[config.mk]
export PLATFORM = sky130hd
export DESIGN_NAME = biou_ctrl
export DESIGN_NICKNAME = d
export VERILOG_FILES = /design/src/sv/biou_pkg.sv /design/src/sv/biou_ctrl.sv
export SDC_FILE = /design/constraint.sdc
export NUM_CORES = 1
export LEC_CHECK = 0
export ABC_CLOCK_PERIOD_IN_PS = 1900
export BUFFER_PORTS_ARGS = -buffer_cell sky130_fd_sc_hd__buf_2
export CAP_MARGIN = 20
export CORE_MARGIN = 5
export CORE_UTILIZATION = 50
export CTS_BUF_LIST = sky130_fd_sc_hd__clkbuf_4 sky130_fd_sc_hd__clkbuf_8
export DETAILED_ROUTE_END_ITERATION = 6
export PLACE_DENSITY = 0.91
export SLEW_MARGIN = 10
export SYNTH_ARGS = -nofsm -noshare
export SYNTH_HDL_FRONTEND = slang
export SYNTH_SLANG_ARGS = --single-unit
[constraint.sdc]
create_clock -name clk -period 1.9 [get_ports clk]
set_input_delay 0.38 -clock clk [delete_from_list [all_inputs] [get_ports clk]]
set_output_delay 0.38 -clock clk [all_outputs]
set_load 0.01 [all_outputs]
[src/sv/biou_pkg.sv]
// Shared types and constants for the best-IoU box matcher.
// Used by the controller, the datapath and the top level; no dependencies.
package biou_pkg;

  localparam int unsigned DEF_MAX_TRUTH_BOXES = 32;
  localparam int unsigned COORD_W = 18;
  localparam int unsigned SIZE_W = 17;
  localparam int unsigned FUNC_W = 2;
  localparam int unsigned IOU_W = 16;
  localparam int unsigned CMP_W = 6;
  localparam logic [IOU_W-1:0] THRESH_RESET = 16'd39322;
  localparam logic [IOU_W-1:0] IOU_SAT = 16'hFFFF;

  // Item kinds carried in the slave-side tuser.
  typedef enum logic [FUNC_W-1:0] {
    FUNC_CLEAR  = 2'd0,
    FUNC_APPEND = 2'd1,
    FUNC_QUERY  = 2'd2,
    FUNC_NONE   = 2'd3
  } func_t;

  // Commands from the controller to the datapath.
  typedef struct packed {
    logic clear;
    logic append;
    logic start;
    logic rd;
    logic ovl;
    logic mul;
    logic uni;
    logic sat;
    logic div_init;
    logic div_step;
    logic upd;
    logic out_load;
  } dp_cmd_t;

  // Status from the datapath to the controller.
  typedef struct packed {
    logic at_end;
    logic sentinel;
    logic uni_zero;
    logic inter_eq;
    logic div_last;
    logic out_free;
  } dp_stat_t;

endpackage

[src/sv/biou_ctrl.sv]
// Controller state machine of the best-IoU box matcher.
// Depends on biou_pkg; drives the datapath by dp_cmd_t and reads dp_stat_t.
module biou_ctrl (
  input  logic               clk,
  input  logic               rst,
  input  logic               in_valid,
  input  logic [1:0]         in_func,
  output logic               in_ready,
  input  biou_pkg::dp_stat_t stat,
  output biou_pkg::dp_cmd_t  cmd
);
  import biou_pkg::*;

  typedef enum logic [8:0] {
    S_IDLE = 9'b000000001,
    S_RD   = 9'b000000010,
    S_OVL  = 9'b000000100,
    S_MUL  = 9'b000001000,
    S_UNI  = 9'b000010000,
    S_CHK  = 9'b000100000,
    S_DIV  = 9'b001000000,
    S_UPD  = 9'b010000000,
    S_FIN  = 9'b100000000
  } state_t;

  state_t state, state_next;
  logic   take;

  assign in_ready = (state == S_IDLE);
  assign take = in_valid && in_ready;

  // Next state and command decode.
  always_comb begin
    state_next = state;
    cmd = '0;
    case (state)
      S_IDLE: begin
        if (take) begin
          case (func_t'(in_func))
            FUNC_CLEAR:  cmd.clear = 1'b1;
            FUNC_APPEND: cmd.append = 1'b1;
            FUNC_QUERY: begin
              cmd.start = 1'b1;
              state_next = S_RD;
            end
            default: ;
          endcase
        end
      end
      S_RD: begin
        if (stat.at_end) begin
          state_next = S_FIN;
        end else begin
          cmd.rd = 1'b1;
          state_next = S_OVL;
        end
      end
      S_OVL: begin
        if (stat.sentinel) begin
          state_next = S_FIN;
        end else begin
          cmd.ovl = 1'b1;
          state_next = S_MUL;
        end
      end
      S_MUL: begin
        cmd.mul = 1'b1;
        state_next = S_UNI;
      end
      S_UNI: begin
        cmd.uni = 1'b1;
        state_next = S_CHK;
      end
      S_CHK: begin
        // A zero union leaves the best value alone; a full overlap saturates.
        if (stat.uni_zero) begin
          state_next = S_RD;
        end else if (stat.inter_eq) begin
          cmd.sat = 1'b1;
          state_next = S_UPD;
        end else begin
          cmd.div_init = 1'b1;
          state_next = S_DIV;
        end
      end
      S_DIV: begin
        cmd.div_step = 1'b1;
        if (stat.div_last) state_next = S_UPD;
      end
      S_UPD: begin
        cmd.upd = 1'b1;
        state_next = S_RD;
      end
      S_FIN: begin
        if (stat.out_free) begin
          cmd.out_load = 1'b1;
          state_next = S_IDLE;
        end
      end
      default: state_next = S_IDLE;
    endcase
  end

  always_ff @(posedge clk) begin
    if (rst) state <= S_IDLE;
    else     state <= state_next;
  end

endmodule

# Yosys cells after proc, flatten, opt, wreduce, memory -nomap -nowiden
# Index checks and enable logic that the tools add are counted.
# word_totals
output_inout_bits,13
reg_bits,9
word_cells,47
input_bits,11
# classes
n_mux,28
n_eq_ne,15
reduce_logical,3
# op_table
op,n
$pmux 9 s9,1
$mux 9,7
$mux 1,15
$eq 9x1->1 const B,1
$eq 9x2->1 const B,1
$eq 9x3->1 const B,1
$eq 9x4->1 const B,1
$eq 9x5->1 const B,1
$eq 9x6->1 const B,1
$eq 9x7->1 const B,1
$eq 9x8->1 const B,1
$eq 9x9->1 const B,1
$mux 8,1
$mux 3,2
$mux 2,2
$ne 2x1->1 const B,2
$ne 2x2->1 const B,2
$reduce_and 4->1,1
$eq 2x1->1 const B,1
$eq 2x2->1 const B,1
$logic_not 2->1,1
$logic_and 1x1->1,1

# Longest topological paths before layout
# Gate-level depths: netlist of run 1.
# depth
depth_word,4
depth_mapped,6
depth_no_buf,5

# Worst setup path before layout of run 1
# OpenSTA, ideal clock, no wires.
# synth_path
kind,reg-to-output
start,register state[6]
end,output cmd[11] in the netlist's numbering
stages_incl_launch_ff,5
n_path_buf,1
t_arrival_ns,1.427
t_required_ns,1.520
setup_slack_ns,0.093
path_cell_list,dfxtp_1 > buf_4 > nor4_4 > nand4_1 > nor4b_1
# synth_lines
item,line_no,text
from (decl),biou_ctrl.sv:26,"state_t state, state_next;"
from (signal assigned),biou_ctrl.sv:106,else state <= state_next;
to (decl),biou_ctrl.sv:10,output biou_pkg::dp_cmd_t cmd

==> results of run 1 <==
[power groups by stage]
stage	combinational (mW)	clock (mW)	sequential (mW)
2_1_floorplan	0.112	0	0.212
3_3_place_gp	0.150	0	0.226
3_5_place_dp	0.156	0	0.228
4_1_cts	0.222	0.171	0.223
5_1_grt	0.309	0.186	0.237
6_report	0.292	0.182	0.234
[path summary, 6_finish.rpt]
check	start	end	slack [ps]	depth (start not counted)
setup / recovery	state[5]	cmd[8]	-200	5
hold reg to reg	state[5]	state[5]	610	2
setup reg to reg	state[5]	state[2]	40	9
hold / removal	rst	state[8]	300	2
[layout make-up]
class,instances,area [µm²]
clock buffers,4,30.03
fillers,90,220.2
inverters,7,26.28
multi-input cells,66,529.3
flip-flops and latches,9,193.9
well taps,15,18.77
repair buffers,43,282.8
[metrics by stage]
step                TNS, ps  hold slack [ps]
global route          -2023            315.8
CTS                  -647.5            305.3
floorplan                 0            449.1
detailed placement        0            588.7
global placement          0            591.7
finish                -1472            295.0
[per-layer routing]
metal  routed length [µm]  part of all wire (%)
met1                 1024                    40
met2                 1235                    48
met3                  183                   7.1
met4                  137                   5.3
met5                    0                     0
[cells by family (layout without fill, tap and decap cells)]
family / count (synthesis) / after routing
AO/OA/AOI/OAI: 13 / 13
multiplexers: 1 / 1
buffers and inverters: 11 / 54
AND/OR/NAND/NOR: 50 / 50
XOR/XNOR: 2 / 2
flip-flops: 9 / 9
[layout by cell type (no fill, tap or decap), types with 3 or more instances in the layout]
cell type	count
sky130_fd_sc_hd__nor2_1	5
sky130_fd_sc_hd__nor3b_1	3
sky130_fd_sc_hd__buf_2	22
sky130_fd_sc_hd__clkbuf_4	4
sky130_fd_sc_hd__buf_6	4
sky130_fd_sc_hd__a21oi_1	5
sky130_fd_sc_hd__inv_1	6
sky130_fd_sc_hd__nand2_1	6
sky130_fd_sc_hd__buf_4	17
sky130_fd_sc_hd__dfxtp_2	5
sky130_fd_sc_hd__nor3_1	4
[repair_timing]
item / 4_1_cts / 5_1_grt
endpoints found under the hold margin: 0 / 0
pin swaps: 6 / 7
buffers inserted: 12 / 9
gates resized for setup: 15 / 12
endpoints found under the setup margin: 11 / 15
==> qor.yml, run 1 <==
netlist_top_cells_count: "sky130_fd_sc_hd__dfxtp_1, sky130_fd_sc_hd__inv_1, sky130_fd_sc_hd__nand2_1"
std_cell_rows: 13
internal-power_mw: 0.4480
finalMaxSlewViolations: 0
achievable-frequency_ghz: 0.4772
syn-num-nets: 97
h-tree-depth: 1
avgSynthCellArea_um2: 8.002
synth_warnings: 0
post_route_cells_drive_above_1_share_pct: 56.59
largest_register_ffs: 9
crit_slowest_cell: "sky130_fd_sc_hd__dfxtp_4"
layout_worst_path_cycle_share_pct: 110.3
gpl.final_weighted_congestion: 0.8571
first_pass_drt_iterations: 4
final_period_minus_worst_setup_slack_ps: 2096
setup.worst_path.class: "flip-flop to output pin"
clock_latency_ps: 280
final_cell_count_no_fill: 144
share_comb_of_total_power_pct: 41.3
grt_setup_unrepaired: "true"
grt_max_degree: 11
global_route.usage.met1_pct: 25.35
totalWireLength_um: 2580
critPathMaxStageDelay_ps: 370
root_buffer: "sky130_fd_sc_hd__clkbuf_4"
dieWidth_um: 47.10
area_added_between_synthesis_and_finish_pct: 57.09
postSynth.asyncResetShare_pct: 0
ant_nets: 0
num_io_pins: 24
switchingPower_mw: 0.2601
result_of_the_run: "finished, violations left"
nNetsFinal: 141
grt_pass1_wl_um: 3539
crit_path_end_kind: "output pin"
vias_per_cell: 6.215
post_synth_and_or_nand_nor_area_fraction_pct: 50.36
detailed_place.area_um2: 812.0
share_of_synthesized_cell_area_in_full_adder_half_adder_and_majority_cells_pct: 0
grt.total_usage_pct: 22.33
post_synth_num_cell_types: 39
tritoncts_clock_tree: "built"
die_area_mm2: 0.002218
final_area_mm2: 0.001081
grt_antenna_before_repair: 0
worst_hold_path_type: "primary input to flip-flop"
drc_errors: 0
power.share.switching_pct: 36.73
timing.critical_path.fanout_max: 5
post-place-ws_ps: 24.79
power_per_cell_area_mw_per_mm2: 655.0
timing.critical_path.max_delay_family: "simple AND/OR/NAND/NOR gates"
critical_path.n_buffers_inverters: 2
synth_top_family_by_area: "simple AND/OR/NAND/NOR gates"
detail_route.iter0.violations: 20
max-vdd-ir-drop_uv: 387.2
buffer_ports.inserted: 23
start_util_pct: 52.88
total_leakage_power_nw: 0.5080
critPathRequiredTime_ps: 1520
gr_peak_layer: "met2"
synth_largest_type_area_fraction_pct: 26.18
met2_track_demand_over_resource_pct: 41.46
worstSetupStartpointType: "flip-flop"
post_synth_inst_count: 86
timing.max_cap.violations: 0
insertedDiodeCount: 0
data_arrival_at_the_endpoint_of_the_critical_path_ps: 1720
yosys.area.top_type: "sky130_fd_sc_hd__dfxtp_1"
synth_mux_area_share_pct: 1.636
violated_checks: "setup timing"
die_h_um: 47.10
routed-via-count: 895
first_global_vias: 840
synthTopCellsByArea: "sky130_fd_sc_hd__dfxtp_1, sky130_fd_sc_hd__inv_1, sky130_fd_sc_hd__nand2_1, sky130_fd_sc_hd__nor4b_1, sky130_fd_sc_hd__a21oi_1"
cts-buffers-inserted: 3
synth_flop_cell: "sky130_fd_sc_hd__dfxtp_1"
syn_area_um2: 688.2
synth_seq_area_share_pct: 26.18
path_cells: "nor4_4 > buf_4 > nand3_2 > nor4b_4 > buf_2"
max_flop_register: "state"
dpl.cell_count: 122
clock_sinks: 9
final-setup-viol-count: 11
power.sequential.fraction_pct: 33.0
top_regs: "state x9"
synth_compound_gate_area_share_pct: 11.82
synth.most_common_cell: "sky130_fd_sc_hd__dfxtp_1"
fraction_of_met3_tracks_used_by_global_routing_pct: 3.065
relative_contribution_of_the_clock_network_to_total_power_pct: 25.7
max_slew_margin_pct: 74.17
coreArea_mm2: 0.001301
synth-edff-count: 0
finalHoldViolCount: 0
setup_slack_ps: -195.7
cts_buffer_depth: 2
synthXorXnorAreaFrac_pct: 2.545
total_power_mw: 0.7081
ctsHoldBuffers: 0
layout_skew_ps: 14.24
final_core_util_pct: 83.08
cts.clk_slew.worst_paths_ps: 80
wl_per_cell_um: 17.92
place_hpwl_um: 1399
tightestPinTransition_ps: 382.0
ffs_latches_synth: 9
gr-total-overflow: 0
No activity file was read; power rests on OpenSTA's default activity.
==> run 2: changes to the inputs <==
CORE_UTILIZATION = 48   (was 50)
CTS_BUF_LIST = unset   (was sky130_fd_sc_hd__clkbuf_4 sky130_fd_sc_hd__clkbuf_8)
PLACE_DENSITY = 0.88   (was 0.91)
==> run 2 against run 1 <==
The flow still finishes with violations (setup timing); via count shrank 6.3%; wire length fell by 14%; utilization is 9.6 points lower; flip-flop and latch count unchanged; power decreased by 14%; clock power decreased by 18%.
==> qor.yml, run 2 (synthesis gave the netlist of run 1 again) <==
first_global_vias: 700  # -17%
routed-via-count: 839  # -6.3%
mostFrequentLayoutCell: "sky130_fd_sc_hd__buf_2"
post_route_cells_drive_above_1_share_pct: 48.33  # -8.3 points
crit-reg2reg-capture: "state[4]"
grt_antenna_before_repair: 0  # unchanged
most-common-layout-cells: "sky130_fd_sc_hd__buf_2, sky130_fd_sc_hd__buf_4, sky130_fd_sc_hd__inv_1, sky130_fd_sc_hd__nor2_1, sky130_fd_sc_hd__nand2_1"
data_arrival_at_the_endpoint_of_the_critical_path_ps: 1670  # -50 ps
top_regs: "state x9"
setup_slack_ps: -152.8  # +42.84 ps
worst_hold_path_type: "primary input to flip-flop"
dpl.cell_count: 123  # +0.82%
max_slew_margin_pct: 72.28  # -1.9 points
h-tree-depth: 1  # unchanged
num_io_pins: 24  # unchanged
crit_path_end_kind: "output pin"
cts-buffers-inserted: 3  # unchanged
grt.total_usage_pct: 20.00  # -2.3 points
holdPathEnd: "state[8]"
area_added_between_synthesis_and_finish_pct: 42.36
layout_worst_path_cycle_share_pct: 108.0  # -2.3 points
timing.critical_path.fanout_max: 6  # +1
cts.clk_slew.worst_paths_ps: 70  # about the same
final_period_minus_worst_setup_slack_ps: 2053  # -42.84 ps
start_util_pct: 51.59  # -1.3 points
wl_per_cell_um: 16.36  # -8.7%
hold_slack_ps: 314.6  # +19.59 ps
vias_per_cell: 6.215  # about the same
clock_latency_ps: 260  # -20 ps
totalWireLength_um: 2208  # -14%
max-vdd-ir-drop_uv: 398.1  # +2.8%
tightestPinTransition_ps: 410.0  # +27.99 ps
gpl.final_weighted_congestion: 0.8431  # -1.6%
total_power_mw: 0.6080  # -14%
layout_skew_ps: 10.41  # -3.828 ps
die_area_mm2: 0.002291  # +3.3%
final_cell_count_no_fill: 135  # -6.3%
result_of_the_run: "finished, violations left"
critPathRequiredTime_ps: 1520  # about the same
std_cell_rows: 13  # unchanged
final-setup-viol-count: 10  # -1
min_path_cells: 2  # unchanged
achievable-frequency_ghz: 0.4871  # +2.1%
total_leakage_power_nw: 0.4585  # -9.7%
largest_register_ffs: 9  # unchanged
worstSetupStartpointType: "flip-flop"
first_pass_drt_iterations: 6  # +2
ant_nets: 0  # unchanged
timing.max_cap.violations: 0  # unchanged
dieWidth_um: 47.87  # +1.6%
regToRegSetupSlack_ps: 50  # about the same
nNetsFinal: 132  # -6.4%
buffer_ports.inserted: 23  # unchanged
clock_sinks: 9  # unchanged
detail_route.iter0.violations: 23  # +15%
reg2regPathDepth: 6  # -3
grt_setup_unrepaired: "true"
tritoncts_clock_tree: "built"
power_per_cell_area_mw_per_mm2: 620.6  # -5.2%
insertedDiodeCount: 0  # unchanged
grt_pass1_wl_um: 3160  # -11%
violated_checks: "setup timing"
die_h_um: 47.87  # +1.6%
coreArea_mm2: 0.001334  # +2.5%
drc_errors: 0  # unchanged
finalHoldViolCount: 0  # unchanged
hold_start: "rst"
cts_buffer_depth: 2  # unchanged
place_hpwl_um: 1418  # +1.4%
max_flop_register: "state"
root_buffer: "sky130_fd_sc_hd__clkbuf_4"
grt_max_degree: 10  # -1
setup.worst_path.class: "flip-flop to output pin"
gr-total-overflow: 0  # unchanged
timing.rr.start: "state[5]"
finalMaxSlewViolations: 0  # unchanged
## run 2: cell types whose count changed in the layout (fill, tap and decap cells not counted), moves of 2 or more
cell	change
sky130_fd_sc_hd__buf_6	-3
sky130_fd_sc_hd__dfxtp_1	+2
sky130_fd_sc_hd__buf_4	-6
sky130_fd_sc_hd__dfxtp_2	-3
## run 2: cell type report
cell class / instances / area (µm²)
multi-input cells: 66 / 510.5
fillers: 103 / 354.1
repair buffers: 34 / 203.9
flip-flops and latches: 9 / 193.9
clock buffers: 4 / 26.28
inverters: 7 / 26.28
well taps: 15 / 18.77
## run 2: through the flow
stage	setup WS (ps)	instance area [µm²]	utilization, %	setup TNS, ps
2_1_floorplan	93.29	688.2	-	0
3_3_place_gp	95.23	819.5	61.44	0
3_5_place_dp	48.88	819.5	61.44	0
4_1_cts	-144.4	905.9	67.92	-788.3
5_1_grt	-242.5	979.7	73.45	-1848
6_report	-152.8	979.7	73.45	-1039
## run 2: layer usage
layer  vias up  share of wire [%]  GRT usage (%)
met5         -                  0              0
met4         0                2.2          6.452
met3         6                 11          4.135
met2        52                 51          36.15
met1       387                 36          23.16
li1        394                  -              -
## run 2: how the worst max path moves through the flow
stage	startpoint	endpoint	slack (ps)
floorplan	state[6]	cmd[11]	90
global placement	state[4]	cmd[8]	100
detailed placement	state[4]	cmd[8]	50
CTS	state[7]	cmd[11]	-140
global route	state[5]	cmd[10]	-240
finish	state[7]	cmd[3]	-150
## run 2: critical path, cell delays in order, from the launching register on
cell	delay [ps]
sky130_fd_sc_hd__dfxtp_4	370
sky130_fd_sc_hd__or4b_4	600
sky130_fd_sc_hd__nor4_4	280
sky130_fd_sc_hd__buf_2	170
## run 2: what timing repair did
item / CTS / global route
pin swaps: 4 / 5
setup endpoints to repair: 10 / 12
setup buffers: 4 / 4
hold buffers: 0 / 0
gates resized for setup: 9 / 10
## run 2: where the power goes
part / internal, mW / total (mW) / switching, mW
Clock: 0.0808 / 0.149 / 0.0684
Sequential: 0.197 / 0.224 / 0.0269
Combinational: 0.115 / 0.235 / 0.119
Total: 0.393 / 0.608 / 0.215
==> run 3: changes to the inputs <==
CTS_CLUSTER_SIZE = 10   (was unset)
SETUP_SLACK_MARGIN = 0.2   (was unset)
==> run 3 against run 2 <==
Sequential power grew 2%; sequential share of layout area shrank 3.9 points; utilization grew 21 points; the flow still finishes with violations (setup timing); register-to-register slack lost 190 ps; clock-buffer cell count is the same; combinational power grew 88%; highest routed layer unchanged; wire length grew 74%; final area grew 29%.
==> qor.yml, run 3 (synthesis gave the netlist of run 1 again) <==
root_buffer: "sky130_fd_sc_hd__clkbuf_4"
post-place-ws_ps: 8.561  # -40.32 ps
die_h_um: 47.87  # unchanged
tightestPinTransition_ps: 377.8  # -32.19 ps
insertedDiodeCount: 0  # unchanged
critical_path.n_buffers_inverters: 2  # +1
h-tree-depth: 1  # unchanged
max_slew_margin_pct: 74.76  # +2.5 points
layout_skew_ps: 15.75  # +5.341 ps
most-common-layout-cells: "sky130_fd_sc_hd__buf_2, sky130_fd_sc_hd__buf_4, sky130_fd_sc_hd__buf_6"
fillers: 41  # -60%
top_regs: "state x9"
dieWidth_um: 47.87  # unchanged
final_area_mm2: 0.001261  # +29%
first_pass_drt_iterations: 4  # -2
ctsHoldBuffers: 0  # unchanged
crit-reg2reg-capture: "state[7]"
totalWireLength_um: 3834  # +74%
drc_errors: 0  # unchanged
grt_setup_unrepaired: "true"
grt_antenna_before_repair: 0  # unchanged
multi_input_area_um2: 643.1  # +26%
final_period_minus_worst_setup_slack_ps: 2230  # +177.6 ps
wl_per_cell_um: 25.56  # +56%
std_cell_rows: 13  # unchanged
data_arrival_at_the_endpoint_of_the_critical_path_ps: 1850  # +180 ps
grt_max_degree: 10  # unchanged
gr-total-overflow: 0  # unchanged
largest_register_ffs: 9  # unchanged
cts.clk_slew.worst_paths_ps: 80  # about the same
power_per_cell_area_mw_per_mm2: 662.5  # +6.7%
ant_nets: 0  # unchanged
path_cells: "nor2b_1 > nand4_1 > inv_2 > and4b_1 > buf_2"
final-setup-viol-count: 15  # +5
result_of_the_run: "finished, violations left"
grt_pass1_wl_um: 4140  # +31%
clock_sinks: 9  # unchanged
gpl.final_weighted_congestion: 0.9437  # +12%
layout_worst_path_cycle_share_pct: 117.4  # +9.3 points
cts_buffer_depth: 2  # unchanged
hold_start: "rst"
achievable-frequency_ghz: 0.4484  # -8.0%
timing.rr.start: "state[8]"
worst_hold_path_type: "primary input to flip-flop"
critPathRequiredTime_ps: 1520  # about the same
detailed_place.area_um2: 833.3  # +1.7%
coreArea_mm2: 0.001334  # unchanged
global_route.usage.met1_pct: 30.60  # +7.4 points
num_io_pins: 24  # unchanged
gr_peak_layer: "met2"
regToRegSetupSlack_ps: -140  # -190 ps
met2_track_demand_over_resource_pct: 45.65  # +9.5 points
timing.critical_path.fanout_max: 7  # +1
tritoncts_clock_tree: "built"
routed-via-count: 1059  # +26%
grt.total_usage_pct: 26.02  # +6.0 points
fin_setup_tns_ps: -2859  # -1820 ps
crit_path_end_kind: "output pin"
max-vdd-ir-drop_uv: 478.0  # +20%
clock_latency_ps: 280  # +20 ps
buffer_ports.inserted: 23  # unchanged
timing.max_cap.violations: 0  # unchanged
area_added_between_synthesis_and_finish_pct: 83.27
min_path_cells: 2  # unchanged
start_util_pct: 51.59  # unchanged
max_flop_register: "state"
total_leakage_power_nw: 0.5454  # +19%
fraction_of_met3_tracks_used_by_global_routing_pct: 6.391  # +2.3 points
mostFrequentLayoutCell: "sky130_fd_sc_hd__buf_2"
violated_checks: "setup timing"
timing.critical_path.max_delay_family: "simple AND/OR/NAND/NOR gates"
post_route_cells_drive_above_1_share_pct: 69.63  # +21 points
setup_slack_ps: -330.4  # -177.6 ps
first_global_vias: 886  # +27%
setup.worst_path.class: "flip-flop to output pin"
vias_per_cell: 7.060  # +14%
detail_route.iter0.violations: 86  # +270%
nNetsFinal: 147  # +11%
finalHoldViolCount: 0  # unchanged
die_area_mm2: 0.002291  # unchanged
worstSetupStartpointType: "flip-flop"
regArea_um2: 200.2  # +3.2%
crit_slowest_cell: "sky130_fd_sc_hd__dfxtp_2"
place_hpwl_um: 1547  # +9.0%
holdPathEnd: "state[8]"
cts-buffers-inserted: 3  # unchanged
critPathMaxStageDelay_ps: 480  # -120 ps
finalMaxSlewViolations: 0  # unchanged
reg2regPathDepth: 10  # +4
[run 3: through the flow]
stage	std cells	power (mW)	util (%)	hold WS [ps]
after floorplan	86	0.3309	-	449.1
after global placement	123	0.3912	62.48	597.1
after detailed placement	123	0.3983	62.48	595.6
after CTS	139	0.7029	81.43	309.2
after global routing	150	0.8776	94.56	363.9
final	150	0.8355	94.56	354.4
[run 3: report_power, final]
group	internal [mW]	total [mW]	switching (mW)
clock	0.0813	0.164	0.0825
combinational	0.231	0.442	0.211
sequential	0.200	0.229	0.0296
total	0.512	0.836	0.324
[run 3: metal layers]
metal  vias up  share of wire (%)
met4         0                6.8
li1        429                  -
met1       483                 36
met5         -                  0
met2       113                 47
met3        34                 10
[run 3: area by class of cell]
cell class              count  share of cell area [%]
well taps                  15                   1.488
repair buffers             49                   27.48
inverters                   7                   2.083
multi-input cells          66                   50.99
clock buffers               4                   2.083
flip-flops and latches      9                   15.87
[run 3: how the worst max path moves through the flow]
stage | startpoint | endpoint | slack (ps) | cells after the start
floorplan | state[7] | cmd[11] | 200 | 4
global placement | state[5] | cmd[11] | 110 | 4
detailed placement | state[5] | cmd[11] | 9 | 4
CTS | state[5] | cmd[11] | -190 | 4
global route | state[5] | cmd[10] | -520 | 5
finish | state[0] | cmd[10] | -330 | 5
[run 3: timing repair]
item	4_1_cts	5_1_grt
endpoints found under the setup margin	18	22
setup buffers	12	11
resized for setup	32	22
pin swaps	9	12
